--- config.mk ---
export PLATFORM = sky130hd
export DESIGN_NAME = cor_front
export DESIGN_NICKNAME = d
export VERILOG_FILES = /design/src/rtl/cor_pkg.sv /design/src/rtl/cor_front.sv
export SDC_FILE = /design/constraint.sdc
export NUM_CORES = 2
export LEC_CHECK = 0
export ABC_AREA = 1
export BUFFER_PORTS_ARGS = -buffer_cell sky130_fd_sc_hd__buf_2
export CAP_MARGIN = 20
export CORE_ASPECT_RATIO = 0.8
export CORE_MARGIN = 2
export CORE_UTILIZATION = 25
export DETAILED_ROUTE_END_ITERATION = 7
export PLACE_DENSITY = 0.46
export SYNTH_ARGS = -nofsm -noshare
export SYNTH_HDL_FRONTEND = slang
export SYNTH_SLANG_ARGS = --single-unit
--- constraint.sdc ---
create_clock -name clk -period 6.1 [get_ports clk]
set_clock_uncertainty 0.1 [all_clocks]
set_input_delay 1.22 -clock clk [delete_from_list [all_inputs] [get_ports clk]]
set_output_delay 1.22 -clock clk [all_outputs]
set_load 0.01 [all_outputs]
--- src/rtl/cor_pkg.sv ---
package cor_pkg;

  localparam int POS_W  = 18;
  localparam int RAD_W  = 16;
  localparam int SUM_W  = RAD_W + 1;
  localparam int MAG_W  = SUM_W;
  localparam int SQ_W   = 2 * SUM_W;
  localparam int ROOT_W = SUM_W;
  localparam int REM_W  = ROOT_W + 2;
  localparam int NUM_W  = 36;
  localparam int DEN_W  = ROOT_W + 3;
  localparam int Q_W    = 17;

  localparam logic signed [POS_W+1:0] POS_MAX = 20'sd131071;
  localparam logic signed [POS_W+1:0] POS_MIN = -20'sd131072;

  typedef struct packed {
    logic signed [POS_W-1:0] x1;
    logic signed [POS_W-1:0] y1;
    logic signed [POS_W-1:0] x2;
    logic signed [POS_W-1:0] y2;
    logic                    neg_x;
    logic                    neg_y;
    logic [MAG_W-1:0]        mag_x;
    logic [MAG_W-1:0]        mag_y;
    logic [SUM_W-1:0]        sum;
    logic                    hit;
    logic                    same;
  } pass_t;

  function automatic logic signed [POS_W-1:0] sat_pos(input logic signed [POS_W+1:0] v);
    logic signed [POS_W-1:0] r;
    if (v > POS_MAX) r = POS_MAX[POS_W-1:0];
    else if (v < POS_MIN) r = POS_MIN[POS_W-1:0];
    else r = v[POS_W-1:0];
    return r;
  endfunction

endpackage

--- src/rtl/cor_front.sv ---
module cor_front (
  input  logic                        clk,
  input  logic                        rst,
  input  logic                        en,
  input  logic                        in_v,
  input  logic signed [cor_pkg::POS_W-1:0] first_x,
  input  logic signed [cor_pkg::POS_W-1:0] first_y,
  input  logic [cor_pkg::RAD_W-1:0]   first_radius,
  input  logic signed [cor_pkg::POS_W-1:0] second_x,
  input  logic signed [cor_pkg::POS_W-1:0] second_y,
  input  logic [cor_pkg::RAD_W-1:0]   second_radius,
  output logic                        out_v,
  output cor_pkg::pass_t              out_p,
  output logic [cor_pkg::SQ_W-1:0]    root_in
);
  import cor_pkg::*;

  // stage 1: differences and radius sum
  logic                    v1;
  pass_t                   p1;
  logic [POS_W-1:0]        adx1, ady1;
  // stage 2: squares
  logic                    v2;
  pass_t                   p2;
  logic [2*POS_W-1:0]      sqx2, sqy2;
  logic [SQ_W-1:0]         ssq2;

  logic signed [POS_W:0]   dx, dy;
  logic [POS_W-1:0]        adx, ady;
  logic [2*POS_W:0]        dist2;
  logic                    hit, same;
  pass_t                   p3;

  always_comb begin
    dx = {first_x[POS_W-1], first_x} - {second_x[POS_W-1], second_x};
    dy = {first_y[POS_W-1], first_y} - {second_y[POS_W-1], second_y};
    adx = dx[POS_W] ? POS_W'(-dx) : dx[POS_W-1:0];
    ady = dy[POS_W] ? POS_W'(-dy) : dy[POS_W-1:0];
    dist2 = {1'b0, sqx2} + {1'b0, sqy2};
    hit = dist2 < {{(2*POS_W+1-SQ_W){1'b0}}, ssq2};
    same = hit && (dist2 == '0);
    p3 = p2;
    p3.hit = hit;
    p3.same = same;
  end

  always_ff @(posedge clk) begin
    if (rst) begin
      v1 <= 1'b0;
      v2 <= 1'b0;
      out_v <= 1'b0;
    end else if (en) begin
      v1 <= in_v;
      v2 <= v1;
      out_v <= v2;
    end
    if (en) begin
      p1.x1 <= first_x;
      p1.y1 <= first_y;
      p1.x2 <= second_x;
      p1.y2 <= second_y;
      p1.neg_x <= dx[POS_W];
      p1.neg_y <= dy[POS_W];
      p1.mag_x <= adx[MAG_W-1:0];
      p1.mag_y <= ady[MAG_W-1:0];
      p1.sum <= {1'b0, first_radius} + {1'b0, second_radius};
      p1.hit <= 1'b0;
      p1.same <= 1'b0;
      adx1 <= adx;
      ady1 <= ady;
      p2 <= p1;
      sqx2 <= adx1 * adx1;
      sqy2 <= ady1 * ady1;
      ssq2 <= p1.sum * p1.sum;
      out_p <= p3;
      root_in <= (hit && !same) ? dist2[SQ_W-1:0] : '0;
    end
  end

endmodule

==> summary.md <==
| Metric | Value |
|---|---|
| CP Capture Type | `flip-flop` |
| Syn. warnings | `0` |
| Clock latency on the worst-skew pair | `about 0.71 ns` |
| DR vias | `~35,000` |
| Worst r2r path cells | `21` |
| CTS Buffer Depth | `3` |
| Tcrit/Tclk final | `96.2%` |
| Pre-antenna DRT Iters | `7` |
| Fmax | `0.170 GHz` |
| Port Buffer Count | `269` |
| Detail Placement HPWL | `between 100,000 and 150,000 µm` |
| Seq/Total Area, Yosys | `between 30% and 40%` |
| WL final | `125,000 µm` |
| DRC viols | `0` |
| Post-synth EDFFs | `513` |
| Outcome | `finished clean` |
| Reg-to-reg endpoint | `ssq2[30]` |
| Primary FF master, synth | `edfxtp_1` |
| Endpoints failing setup | `0` |
| DR iter-0 viols | `1,903` |
| Critical Path Start Type | `flip-flop` |
| Congestion Overflow GR | `0` |
| Total clock sinks | `516` |
| Total track usage | `12.4%` |
| Final setup TNS | `0 ns` |
| Ports | `270` |
| Area growth, synth to finish | `17.1%` |
| Final net count | `6,984` |
| Max Slew Vio Count | `0` |
| Gate Count Post-Synth | `between 5,000 and 6,000` |
| Hold Crit Depth | `0` |
| Syn avg cell area | `approximately 9.3 µm²` |
| CTS tree | `built` |
| Worst-path maximum fanout | `10` |
| Final ANT Viol Nets | `0` |
| Cell variety after synth | `48` |
| Syn Nets | `6,552` |
| Critical Path End | `ssq2[30]` |
| CTS buffer count | `60` |
| Reg2reg setup slack | `0.23 ns` |
| DR WL/cell | `between 10 and 15 µm` |
| Global-route wire length before repair | `200,000 µm` |
| Req. time, crit path | `6.44 ns` |
| Yosys top cell area share | `30.9%` |
| Hold Slack | `between 0.3 and 0.4 ns` |
| Clock transition at path regs | `~0.06 ns` |
| Beginning of the critical path | `p1[15]` |
| Area of the core | `between 150,000 and 200,000 µm²` |
| Data arrival, critical path | `a little over 6 ns` |
| Post-Syn Area | `49,900 µm²` |
| Largest net degree at the start of global routing | `125` |
| Minimum clock period | `5.87 ns` |
| Synth area leaders | `edfxtp_1, fa_1, ha_1` |
| Htree depth | `2` |
| Die height | `between 400 and 500 µm` |
| CTS Hold Buffers Added | `0` |
| Async SR Flop Fraction | `0%` |
| Initial antenna violation count | `7` |
| RSZ-0062 raised after global routing | `true` |
| Final hold violation count | `0` |
| Fraction of layout cells with a size suffix above 1 | `11.7%` |
| DIE WIDTH | `504 µm` |
| Slew HR | `33.3%` |
| Seq cells post-synth | `516` |
| Hold Crit Class | `reg -> reg` |
| Starting density of the core | `around 25%` |
| Slew @ Worst Pin | `1.00 ns` |
| Die area | `a little over 200,000 µm²` |
| Root buffer cell | `clkbuf_16` |
| Commonest non-fill, non-tap cell in the layout | `inv_1` |
| Reg2reg start | `p1[15]` |
| Most frequent cells in the layout | `inv_1, nand2_1, fa_1` |
| Via-to-Cell Ratio | `4.11` |
| GP Congestion | `0.870` |
| Cell taking the most area after synthesis | `edfxtp_1` |
| Vias in the first global route | `36,343` |
| Max Cap Viol | `0` |
| Num rows | `roughly 150` |
| WS Path Type | `reg -> reg` |
-- worst min-delay path by stage --
| stage | start | to | slack, ns |
|---|---|---|---|
| 2_1_floorplan | p2[100] | out_p[100] | 0.30 |
| 3_3_place_gp | p1[61] | p2[61] | 0.30 |
| 3_5_place_dp | p2[100] | out_p[100] | 0.30 |
| 4_1_cts | p2[126] | out_p[126] | 0.31 |
| 5_1_grt | p1[89] | p2[89] | 0.32 |
| 6_report | p1[89] | p2[89] | 0.31 |
-- per-stage QoR --
step / std cells / utilization, % / setup WS, ns / instance area [µm²]
2_1_floorplan: 5359 / - / 0.136 / 49900
3_3_place_gp: 8332 / 28.0 / -0.136 / 55500
3_5_place_dp: 8332 / 28.0 / -0.114 / 55500
4_1_cts: 8447 / 29.0 / 0.00271 / 57500
5_1_grt: 8504 / 29.5 / -0.0506 / 58500
6_report: 8506 / 29.5 / 0.235 / 58500
-- critical path: stages, from the launching register on --
cell and delay (ns):
edfxtp_1 0.57, buf_4 0.27, nand2_1 0.08, fa_1 0.48
inv_1 0.08, fa_1 0.50, fa_1 0.57, fa_1 0.43
fa_1 0.49, inv_1 0.05, fa_1 0.47, inv_1 0.04
ha_1 0.33, nand2_1 0.16, buf_4 0.14, nor2_1 0.04
a21oi_1 0.15, nand3_1 0.17, a21o_1 0.22, nand3_1 0.07
nand2_1 0.06, xor2_1 0.14
-- kinds of logic after synthesis --
kind of cell               Yosys count  share of synthesized area [%]
AOI/OAI and AO/OA                  362                           3.98
adders and majority gates         1085                           36.6
DFF                                516                           31.0
buffers and inverters             1578                           11.9
and+or+nand+nor                   1635                           13.3
xor gates and xnor gates           183                           3.23
-- sequential cells by signal, summed over array words and instances (netlist names) --
name and flops:
out_p 127, p2 125, p1 123, root_in 34, sqx2 34, sqy2 34
ssq2 32, adx1 2, ady1 2, out_v 1, v1 1, v2 1
-- layout make-up --
type                            instances  area, µm²
Clock buffer                           72       1550
Multi-Input combinational cell       3265      28900
Tap cell                             2664       3330
Fill cell                           21002     140000
Antenna cell                            3       7.51
Sequential cell                       516      15500
Timing Repair Buffer                  485       3250
Inverter                             1463       5490
Clock inverter                         38        427
-- per-layer routing --
metal	part of all wire, %	global-route usage, %	up-vias
met5	0.027	0	-
met4	1.6	2.43	4
met2	44	19.3	611
li1	-	-	17178
met3	5.0	1.69	120
met1	49	18.3	17057
-- Yosys cell counts, drive strengths merged (7+ instances only) --
cell / n
buf: 14
nor4: 10
or2: 9
fa: 627
xnor2: 61
o21ai: 91
a21o: 17
a31oi: 7
nand3b: 16
clkbuf: 101
a21boi: 11
inv: 1463
xor2: 122
nor3: 36
nor2: 227
ha: 458
o21bai: 12
nand3: 144
edfxtp: 513
a21oi: 201
nand4: 34
nand2: 1151
-- what timing repair did --
| item | in CTS | in global routing |
|---|---|---|
| endpoints found under the hold margin | 0 | 0 |
| buffers inserted | 5 | 56 |
| gates resized for setup | 1 | 112 |
| gates cloned | 0 | 0 |
| setup endpoints to repair | 2 | 43 |
| pin swaps | 0 | 21 |
Power is left out: the tool's default activity adds up to more than one toggle a clock period on the data nets, which glitch-free logic cannot reach.
