$ cat config.mk
export PLATFORM = sky130hd
export DESIGN_NAME = cor_sqrt
export DESIGN_NICKNAME = d
export VERILOG_FILES = /design/src/rtl/cor_pkg.sv /design/src/rtl/cor_sqrt.sv
export SDC_FILE = /design/constraint.sdc
export NUM_CORES = 2
export LEC_CHECK = 0
export ABC_AREA = 1
export BUFFER_PORTS_ARGS = -buffer_cell sky130_fd_sc_hd__clkbuf_2
export CAP_MARGIN = 10
export CORE_MARGIN = 3
export CORE_UTILIZATION = 58
export CTS_BUF_LIST = sky130_fd_sc_hd__clkbuf_4 sky130_fd_sc_hd__clkbuf_8
export CTS_CLUSTER_SIZE = 16
export DETAILED_ROUTE_END_ITERATION = 6
export GPL_TIMING_DRIVEN = 0
export PLACE_DENSITY = 0.78
export SLEW_MARGIN = 20
export SYNTH_ARGS = -nofsm -noshare
export SYNTH_HDL_FRONTEND = slang
export SYNTH_SLANG_ARGS = --single-unit
$ cat constraint.sdc
create_clock -name clk -period 2 [get_ports clk]
set_input_delay 0.5 -clock clk [delete_from_list [all_inputs] [get_ports clk]]
set_output_delay 0.5 -clock clk [all_outputs]
set_load 0.02 [all_outputs]
$ cat src/rtl/cor_pkg.sv
package cor_pkg;

  localparam int POS_W  = 18;
  localparam int RAD_W  = 16;
  localparam int SUM_W  = RAD_W + 1;
  localparam int MAG_W  = SUM_W;
  localparam int SQ_W   = 2 * SUM_W;
  localparam int ROOT_W = SUM_W;
  localparam int REM_W  = ROOT_W + 2;
  localparam int NUM_W  = 36;
  localparam int DEN_W  = ROOT_W + 3;
  localparam int Q_W    = 17;

  localparam logic signed [POS_W+1:0] POS_MAX = 20'sd131071;
  localparam logic signed [POS_W+1:0] POS_MIN = -20'sd131072;

  typedef struct packed {
    logic signed [POS_W-1:0] x1;
    logic signed [POS_W-1:0] y1;
    logic signed [POS_W-1:0] x2;
    logic signed [POS_W-1:0] y2;
    logic                    neg_x;
    logic                    neg_y;
    logic [MAG_W-1:0]        mag_x;
    logic [MAG_W-1:0]        mag_y;
    logic [SUM_W-1:0]        sum;
    logic                    hit;
    logic                    same;
  } pass_t;

  function automatic logic signed [POS_W-1:0] sat_pos(input logic signed [POS_W+1:0] v);
    logic signed [POS_W-1:0] r;
    if (v > POS_MAX) r = POS_MAX[POS_W-1:0];
    else if (v < POS_MIN) r = POS_MIN[POS_W-1:0];
    else r = v[POS_W-1:0];
    return r;
  endfunction

endpackage

$ cat src/rtl/cor_sqrt.sv
module cor_sqrt (
  input  logic                       clk,
  input  logic                       rst,
  input  logic                       en,
  input  logic                       in_v,
  input  cor_pkg::pass_t             in_p,
  input  logic [cor_pkg::SQ_W-1:0]   n_in,
  output logic                       out_v,
  output cor_pkg::pass_t             out_p,
  output logic [cor_pkg::ROOT_W-1:0] root
);
  import cor_pkg::*;

  localparam int STEPS = ROOT_W;

  logic              v    [0:STEPS-1];
  pass_t             p    [0:STEPS-1];
  logic [SQ_W-1:0]   n    [0:STEPS-1];
  logic [REM_W-1:0]  rem  [0:STEPS-1];
  logic [ROOT_W-1:0] rt   [0:STEPS-1];

  // one result bit per stage, two radicand bits brought down each time
  for (genvar s = 0; s < STEPS; s++) begin : g_step
    localparam int B = STEPS - 1 - s;
    logic              v_c;
    pass_t             p_c;
    logic [SQ_W-1:0]   n_c;
    logic [REM_W-1:0]  rem_c;
    logic [ROOT_W-1:0] rt_c;
    logic [REM_W+1:0]  trial, t;
    logic              ge;

    if (s == 0) begin : g_first
      assign v_c = in_v;
      assign p_c = in_p;
      assign n_c = n_in;
      assign rem_c = '0;
      assign rt_c = '0;
    end else begin : g_rest
      assign v_c = v[s-1];
      assign p_c = p[s-1];
      assign n_c = n[s-1];
      assign rem_c = rem[s-1];
      assign rt_c = rt[s-1];
    end

    always_comb begin
      trial = {rem_c, n_c[2*B+1 -: 2]};
      t = {2'b00, rt_c, 2'b01};
      ge = trial >= t;
    end

    always_ff @(posedge clk) begin
      if (rst) begin
        v[s] <= 1'b0;
      end else if (en) begin
        v[s] <= v_c;
      end
      if (en) begin
        p[s] <= p_c;
        n[s] <= n_c;
        rem[s] <= ge ? REM_W'(trial - t) : trial[REM_W-1:0];
        rt[s] <= {rt_c[ROOT_W-2:0], ge};
      end
    end
  end

  assign out_v = v[STEPS-1];
  assign out_p = p[STEPS-1];
  assign root = rt[STEPS-1];

endmodule

==> results.sh <==
export IMPL_r2r_start="rem[0][196]$_DFFE_PP_"
export IMPL_power_share_switching_pct=23.7
export IMPL_path_cells="buf_6"
export IMPL_crit_family="flip-flops"
export IMPL_arrival_ps=1760
export IMPL_fp_dieW_um=427
export IMPL_synth_compound_area_share_pct=1.53
export IMPL_first_pass_iters=6
export IMPL_dr_first_iter_drc_count=3489
export IMPL_path_class="flop to output pin"
export IMPL_final_cell_area_sq_um=128000
export IMPL_endpoint_kind="output pin"
export IMPL_seq_power_share_pct=55.0
export IMPL_final_antenna_net_count=0
export IMPL_sequential_cell_area_sq_um=86600
export IMPL_rsz0062_at_grt="true"
export IMPL_startpoint="p[16][89]$_DFFE_PP_"
export IMPL_synth_warnings=0
export IMPL_p_switching_mw=31.7
export IMPL_violations="setup timing"
export IMPL_cts_tree="yes"
export IMPL_coreArea_sq_um=175000
export IMPL_io_buffers=309
export IMPL_synth_nets=6603
export IMPL_num_io_pins=310
export IMPL_hold_viol=0
export IMPL_powerDensity_nw_per_um2=1050
export IMPL_drc=0
export IMPL_avgSynthCellArea_sq_um=16.4
export IMPL_skew_ps=82.0
export IMPL_num_vias=52000
export IMPL_outcome="complete, but fails checks"
export IMPL_synth_seq_area_share_pct=84.1
export IMPL_ys_async_sr_fraction_pct=0
export IMPL_setup_viol=293
export IMPL_cts_buffers=433
export IMPL_peakVddDrop_mv=1.01
export IMPL_overflow=0
export IMPL_ys_dominant_reg_cell="edfxtp_1"
export IMPL_maxCapViolations=0
export IMPL_tightest_slew_ps=1080
export IMPL_maxSlewHeadroom_pct=27.8
export IMPL_synth_seq_cells=2883
export IMPL_cp_buffers_inverters=1
export IMPL_rows=153
export IMPL_fin_hold_ws_ps=53.4
export IMPL_p_total_mw=134
export IMPL_cp_slowest_stage_delay_ps=510
export IMPL_dp_hpwl_mm=113
export IMPL_utilization_pct=72.9
export IMPL_post_drt_wl_per_cell_um=19.7
export IMPL_clk_pin_slew_ps=70
export IMPL_p_leak_nw=48.8
export IMPL_fmax_ghz=0.443
export IMPL_fill_cells=10100
export IMPL_p_clk_share_pct=34.9
export IMPL_die_area_sq_um=183000
export IMPL_synth_simple_area_share_pct=8.55
export IMPL_yosys_area_share_xor_xnor_pct=1.04
export IMPL_grt_antenna_before_repair=8
export IMPL_grt_usage_pct=21.4
export IMPL_routed_via_density=5.07
export IMPL_min_delay_start="en"
export IMPL_p_comb_share_pct=10.1
export IMPL_drive_above_1_share_pct=30.1
export IMPL_dieHeight_um=427
export IMPL_slew_violations=0
export IMPL_critPathMaxFanout=1
export IMPL_grt_pass1_vias=53200
export IMPL_clockBufferDepth=4
export IMPL_muxShareOfSynthArea_pct=0
export IMPL_globalplace_congestion=0.842
export IMPL_area_growth_pct=24.1
export IMPL_totalNegativeSetupSlack_ps=-24130
export IMPL_ys_types=49
export IMPL_multi_input_area_sq_um=18100
export IMPL_placed_area_sq_um=108000
export IMPL_synth_adder_area_share_pct=2.08
export IMPL_grt_pass1_wl_mm=297
export IMPL_synth_top_family_by_area="simple AND/OR/NAND/NOR gates"
export IMPL_clock_sinks=2883
export IMPL_grt_max_degree=106
export IMPL_finalWorstSetupSlack_ps=-259
export IMPL_period_minus_slack_ps=2260
export IMPL_finalCritPeriodShare_pct=113
export IMPL_wirelength_mm=202
export IMPL_htreeDepth=5
export IMPL_final_nets=7944
export IMPL_cts_root_buf="clkbuf_8"
export IMPL_min_delay_path_class="input pin to flop"
export IMPL_cp_slowest_cell="edfxtp_1"
export IMPL_start_util_pct=58.8
export IMPL_required_ps=1500
export IMPL_start_kind="flop"
export IMPL_synth_cells=6267
export IMPL_synth_area_sq_um=103000
export IMPL_clk_insertion_delay_late_ps=1070
export IMPL_internal_power_mw=102
export IMPL_synth_edf_count=2883
power groups by stage:
| stage | clock, mW | sequential [mW] | combinational (mW) |
|---|---|---|---|
| floorplan | 0 | 73.8 | 5.39 |
| global placement | 0 | 72.1 | 3.44 |
| detailed placement | 0 | 74.4 | 9.11 |
| CTS | 47.1 | 73.4 | 11.7 |
| global route | 50.4 | 73.8 | 14.9 |
| finish | 46.6 | 73.5 | 13.6 |
final timing paths:
kind	depth (start not counted)	slack [ps]	endpoint
max	1	-260	out_p[89]
min	2	50	p[5][93]$_DFFE_PP_
max reg2reg	11	-210	rem[0][213]$_DFFE_PP_
min reg2reg	0	350	p[2][103]$_DFFE_PP_
sequential cells by signal, summed over array words and instances, names as in the netlist:
signal	cells
p	2159
rt	153
n	272
v	17
rem	282
cell type report:
| class | instances | share of cell area [%] |
|---|---|---|
| clock inverters | 184 | 0.969 |
| inverters | 673 | 2.01 |
| flip-flops and latches | 2883 | 67.8 |
| clock buffers | 571 | 5.49 |
| well taps | 2325 | 2.28 |
| diodes | 9 | 0.0176 |
| plain buffers | 26 | 0.293 |
| multi-input cells | 2684 | 14.2 |
| repair buffers | 907 | 6.98 |
stage by stage:
stage	std cells	worst slack, ps
2_1_floorplan	6267	22.3
3_3_place_gp	8901	-56240
3_5_place_dp	8933	-2380
4_1_cts	10100	-379
5_1_grt	10300	-346
6_report	10300	-259
layer usage:
layer	global-route usage [%]	share of wire [%]
met1	26.0	39
met5	0	0
met3	3.50	3.6
met4	8.79	3.6
met2	38.3	54
cell usage after synthesis (3+ instances only):
cell type,count,area [sq um]
nand3_1,234,1170
nand2_1,1331,5000
buf_6,13,146
nand3b_1,30,225
nor2_1,359,1350
nor3_1,32,160
a21oi_4,3,48.8
buf_4,8,60.1
inv_1,656,2460
ha_1,171,2140
nand3_2,5,50.1
edfxtp_1,2883,86600
o211ai_1,4,30.0
or2_2,8,50.1
buf_2,3,15.0
o21ai_1,13,65.1
a21oi_2,22,193
o21a_1,4,30.0
a21o_1,3,22.5
nor3_2,3,30.0
and2_1,4,25.0
o21ai_0,87,435
a21oi_1,134,671
xor2_1,92,806
nor2_4,4,45.0
xnor2_1,30,263
nand2_2,31,194
nor2_2,20,125
inv_2,16,60.1
nand4_1,38,238
cells by family (layout without fill, tap and decap cells):
kind of cell | after synthesis | after routing
buf+inv | 700 | 2361
flops | 2883 | 2883
other cells | 1 | 10
compound gates | 278 | 278
xor+xnor | 122 | 122
simple gates | 2112 | 2112
fa+ha+maj | 171 | 171
repair_timing:
item                                    in CTS  in global routing
resized for setup                          695                974
pin swaps                                  225                271
endpoints found under the setup margin    1318                508
gates cloned                                32                  8
hold endpoints to repair                   211                  0
setup buffers                              214                146
hold buffers                               172                  0
cell usage in the layout, fill, tap and decap left out, drive strengths merged, types with 7 or more instances in the layout:
cell type	instances
o21ai	101
clkbuf	759
bufinv	17
buf	559
ha	171
dlygate4sd3	170
xnor2	30
a21oi	159
nor3	36
nand2	1364
clkinvlp	7
inv	675
nand3	241
nand4	38
edfxtp	2883
or2	9
nor2	384
diode	9
xor2	92
bufbuf	16
nand3b	30
clkinv	158
(Power assumes the default switching activity.)
